File: config.mk
export PLATFORM = sky130hd
export DESIGN_NAME = trint_ram
export DESIGN_NICKNAME = d
export VERILOG_FILES = /design/src/trint_ram.sv
export SDC_FILE = /design/constraint.sdc
export NUM_CORES = 2
export LEC_CHECK = 0
export BUFFER_PORTS_ARGS = -buffer_cell sky130_fd_sc_hd__buf_2
export CORE_MARGIN = 1
export CORE_UTILIZATION = 60
export CTS_CLUSTER_SIZE = 16
export DETAILED_ROUTE_END_ITERATION = 10
export PLACE_DENSITY_LB_ADDON = 0.1
export SYNTH_ARGS = -nofsm -noshare
export SYNTH_HDL_FRONTEND = slang
export SYNTH_SLANG_ARGS = --single-unit
File: constraint.sdc
create_clock -name clk -period 4.4 [get_ports clk]
set_clock_uncertainty 0.15 [all_clocks]
set_input_delay 0 -clock clk [delete_from_list [all_inputs] [get_ports clk]]
set_output_delay 0 -clock clk [all_outputs]
set_load 0.1 [all_outputs]
File: src/trint_ram.sv
module trint_ram #(
    parameter int WIDTH = 32,
    parameter int DEPTH = 128
) (
    input  logic                     clk,
    input  logic                     we,
    input  logic [$clog2(DEPTH)-1:0] waddr,
    input  logic [WIDTH-1:0]         wdata,
    input  logic [$clog2(DEPTH)-1:0] raddr,
    output logic [WIDTH-1:0]         rdata
);

    logic [WIDTH-1:0] mem [DEPTH];

    always_ff @(posedge clk)
    begin
        if (we)
            mem[waddr] <= wdata;
        rdata <= mem[raddr];
    end

endmodule

==> impl_results.md <==
- Status: complete, no violations
- H-tree depth: 5
- R2R setup slack: between 1 and 1.5 ns
- Final WL: about 410000 um
- P per Cell Area: 466 nW/um^2
- Startpoint Class: flop
- Leakage power: 55.0 nW
- GRT met1 Usage: 46.0%
- HP Start: wdata[12]
- Core Region: about 260000 sq um
- Post-Syn Area: approximately 160000 sq um
- DIE WIDTH: 512 um
- Post-Synth Simple-Gate Area: 0.446%
- Synthesis Warnings: 0
- Hold Crit Class: primary input to flop
- Routability congestion estimate: roughly 0.88
- Drt via density: between 7 and 8
- Crit path launch: mem[55][7]
- GR Util met2: 50.2%
- Final worst-path cycle share: between 70% and 80%
- Mapped Cells: between 5000 and 6000
- WS Path Type: flop to flop
- Worst skew pair latency: 0.93 ns
- Compound-Gate Fraction of Synth Area: 0%
- Worst EP required: a little over 5 ns
- Max VDD drop: around 380 uV
- Reg2reg start: mem[55][7]
- PnR worst setup slack: ~1.1 ns
- Critical Path AT: 3.96 ns
- DP Area: between 150000 and 200000 sq um
- Nets: roughly 6600
- Max FO, Critical Path: 2
- Longest Clk Path Bufs: 4
- Yosys reg bits: slightly above 4000
- EDFF count, synth: 4096
- Bufs and invs on worst path: 1
- CTS tree: done
- Final non-filler cell total: 10300
- Ys async rst share: 0%
- Top cell by count, worst path: mux4_2
- Endpoint type of the worst setup path: flop
- # setup viols final: 0
- Final instance area: roughly 180000 sq um
- Final ANT Viol Nets: 0
- Delay-heaviest family, CP: multiplexers
- Clk root buf: clkbuf_16
- Busiest grt layer: met2
- Wire length per cell: 40.0 um
- Final Hold Viols: 0
- Met3 Use GR: between 4 and 5%
- Area leader, netlist: edfxtp_1
- Final min period: 3.30 ns
- Pre-CTS setup slack: 0.730 ns
- Synth top area share: between 70% and 80%
- Unrepaired setup endpoints after global routing: false
- Hold Path Sink: mem[108][12]
- Crit path max-delay cell type: mux4_2
- Placed insts: 9471
- Hold_ws: between 0.07 and 0.08 ns
- Clock Sinks: roughly 4100
- CTS clk-pin slew, worst paths: 0.06 ns
- Top_reg_cell synth: edfxtp_1
- Die H: 512 um
- Vias in the first global route: roughly 72000
- IO Count: 80
- Row Count: approximately 190
- Register-to-Register Path Depth: 5
- XOR/XNOR Fraction of Synth Area: 0%
- DR DRC count: 0
- Starting density of the core: between 60% and 70%
- Initial DRC count: between 10000 and 15000
- Vias post-DR: between 70000 and 80000
- Worst reg2reg endpoint: rdata[7]
- Seq/Total Area, Yosys: ~79%
- Synth top area cells: edfxtp_1, mux4_2, clkbuf_1
- Syn-to-layout area delta: 13.8%
- Mux cell area share after synthesis: 19.6%
- Max Cap Viol: 0
- Main combinational cell family by area after synthesis: multiplexers
- CP peak stage delay: between 0.6 and 0.7 ns
- Crit path cell chain: mux4_2 -> mux4_2 -> mux4_2 -> mux2_2 -> dlygate4sd3_1
- DRT Pass-1 Iters: 5
- Distinct cells, synth: 17
- Max-slew violation count: 0
- Most frequent cell after synthesis: edfxtp_1
- Adder-cell area share of the yosys netlist: 0%
- Gr usage total: around a third
- Synth cell count leaders: edfxtp_1, mux4_2, clkbuf_1, nor2_1, buf_2
- Post-DP HPWL: about 230000 um
- Worst-margin pin slew: approximately 1.2 ns
- Die area: between 200000 and 300000 sq um
- Buffers added on ports: 79
- First-pass GRT wire length: about 570000 um
- Largest net degree at the start of global routing: 93
- Initial antenna violation count: between 50 and 60
- Max Fclk: 0.303 GHz
- Avg Cell Area, Syn: around 26 sq um
- Final TNS setup: 0 ns
- Hold depth: 2
- Grt total ovfl: 0
- Max-slew headroom: 18.7%
- Proportion of layout cells with a drive suffix above 1: between 30 and 40%
- Synthesized Nets: slightly above 6000
- CTS Buf Count: approximately 410
- Fill count: 15100
worst register-to-register path: stages (launching register included):
cell and delay, ns:
edfxtp_1 0.38, mux4_2 0.50, mux4_2 0.63, mux4_2 0.67, mux2_2 0.33, dlygate4sd3_1 0.56
how the worst max path moves through the flow:
| stage | to | slack [ns] | depth (start not counted) |
|---|---|---|---|
| detailed placement | rdata[23] | 0.73 | 8 |
| floorplan | mem[98][0] | 1.01 | 3 |
| global placement | rdata[23] | 0.70 | 7 |
| finish | rdata[7] | 1.10 | 5 |
| CTS | rdata[7] | 1.16 | 5 |
| global route | rdata[7] | 1.13 | 5 |
kinds of logic after synthesis:
family,after synthesis
DFF,4128
muxes,1376
buffers and inverters,316
and+or+nand+nor,170
stage by stage:
stage | power (W) | util [%]
6_report | 0.0829 | 69.0
4_1_cts | 0.0833 | 68.9
3_5_place_dp | 0.0492 | 63.6
5_1_grt | 0.0847 | 69.0
2_1_floorplan | 0.0468 | -
3_3_place_gp | 0.0491 | 63.6
layout make-up:
class	instances	area (sq um)	area share (%)
antenna	53	133	0.0746
clock inverter	210	2120	1.19
clock buffer	538	11200	6.29
sequential	4128	124000	69.5
timing repair buffer	460	4260	2.39
tap	3384	4230	2.38
multi-input combinational	1546	32300	18.2
placed cells by master, fill, tap and decap left out, types with 4 or more instances in the layout:
cell	synthesis	layout
clkinv_2	0	74
clkinvlp_4	0	5
nand3_2	0	4
bufinv_16	0	37
buf_2	79	41
clkbuf_16	0	416
mux4_2	1344	1344
nor2b_1	7	7
clkbuf_8	0	32
dfxtp_1	32	32
clkinv_1	0	75
nand3_1	12	8
buf_12	0	61
nor2_4	0	119
buf_4	3	307
dlygate4sd3_1	0	47
mux2_2	32	32
nor3_2	0	9
diode_2	0	53
clkinv_8	0	8
nand2_1	14	11
clkbuf_1	182	90
edfxtp_1	4096	4096
where the power goes:
group	total [W]	leakage (nW)	internal, W	switching (W)
logic	0.00472	11.4	0.00167	0.00305
registers	0.0436	37.1	0.0434	0.000203
clock network	0.0346	6.53	0.0201	0.0145
flip-flops by register name, summed over array words and instances, names as in the netlist:
name	flops
rdata	32
mem	4096
layer usage:
layer  up-vias  share of wire [%]  wire (um)
li1      27600                  -          -
met1     39900                 37     152000
met2      4426                 49     201000
met3       678                9.8      40400
met4        26                4.6      19000
met5         -              0.040        165
timing repair:
| item | CTS | global route |
|---|---|---|
| hold buffers | 47 | 0 |
| resized for setup | 0 | 0 |
| buffers inserted | 0 | 0 |
| hold endpoints to repair | 3485 | 0 |
No activity file was read; power rests on OpenSTA's default activity.
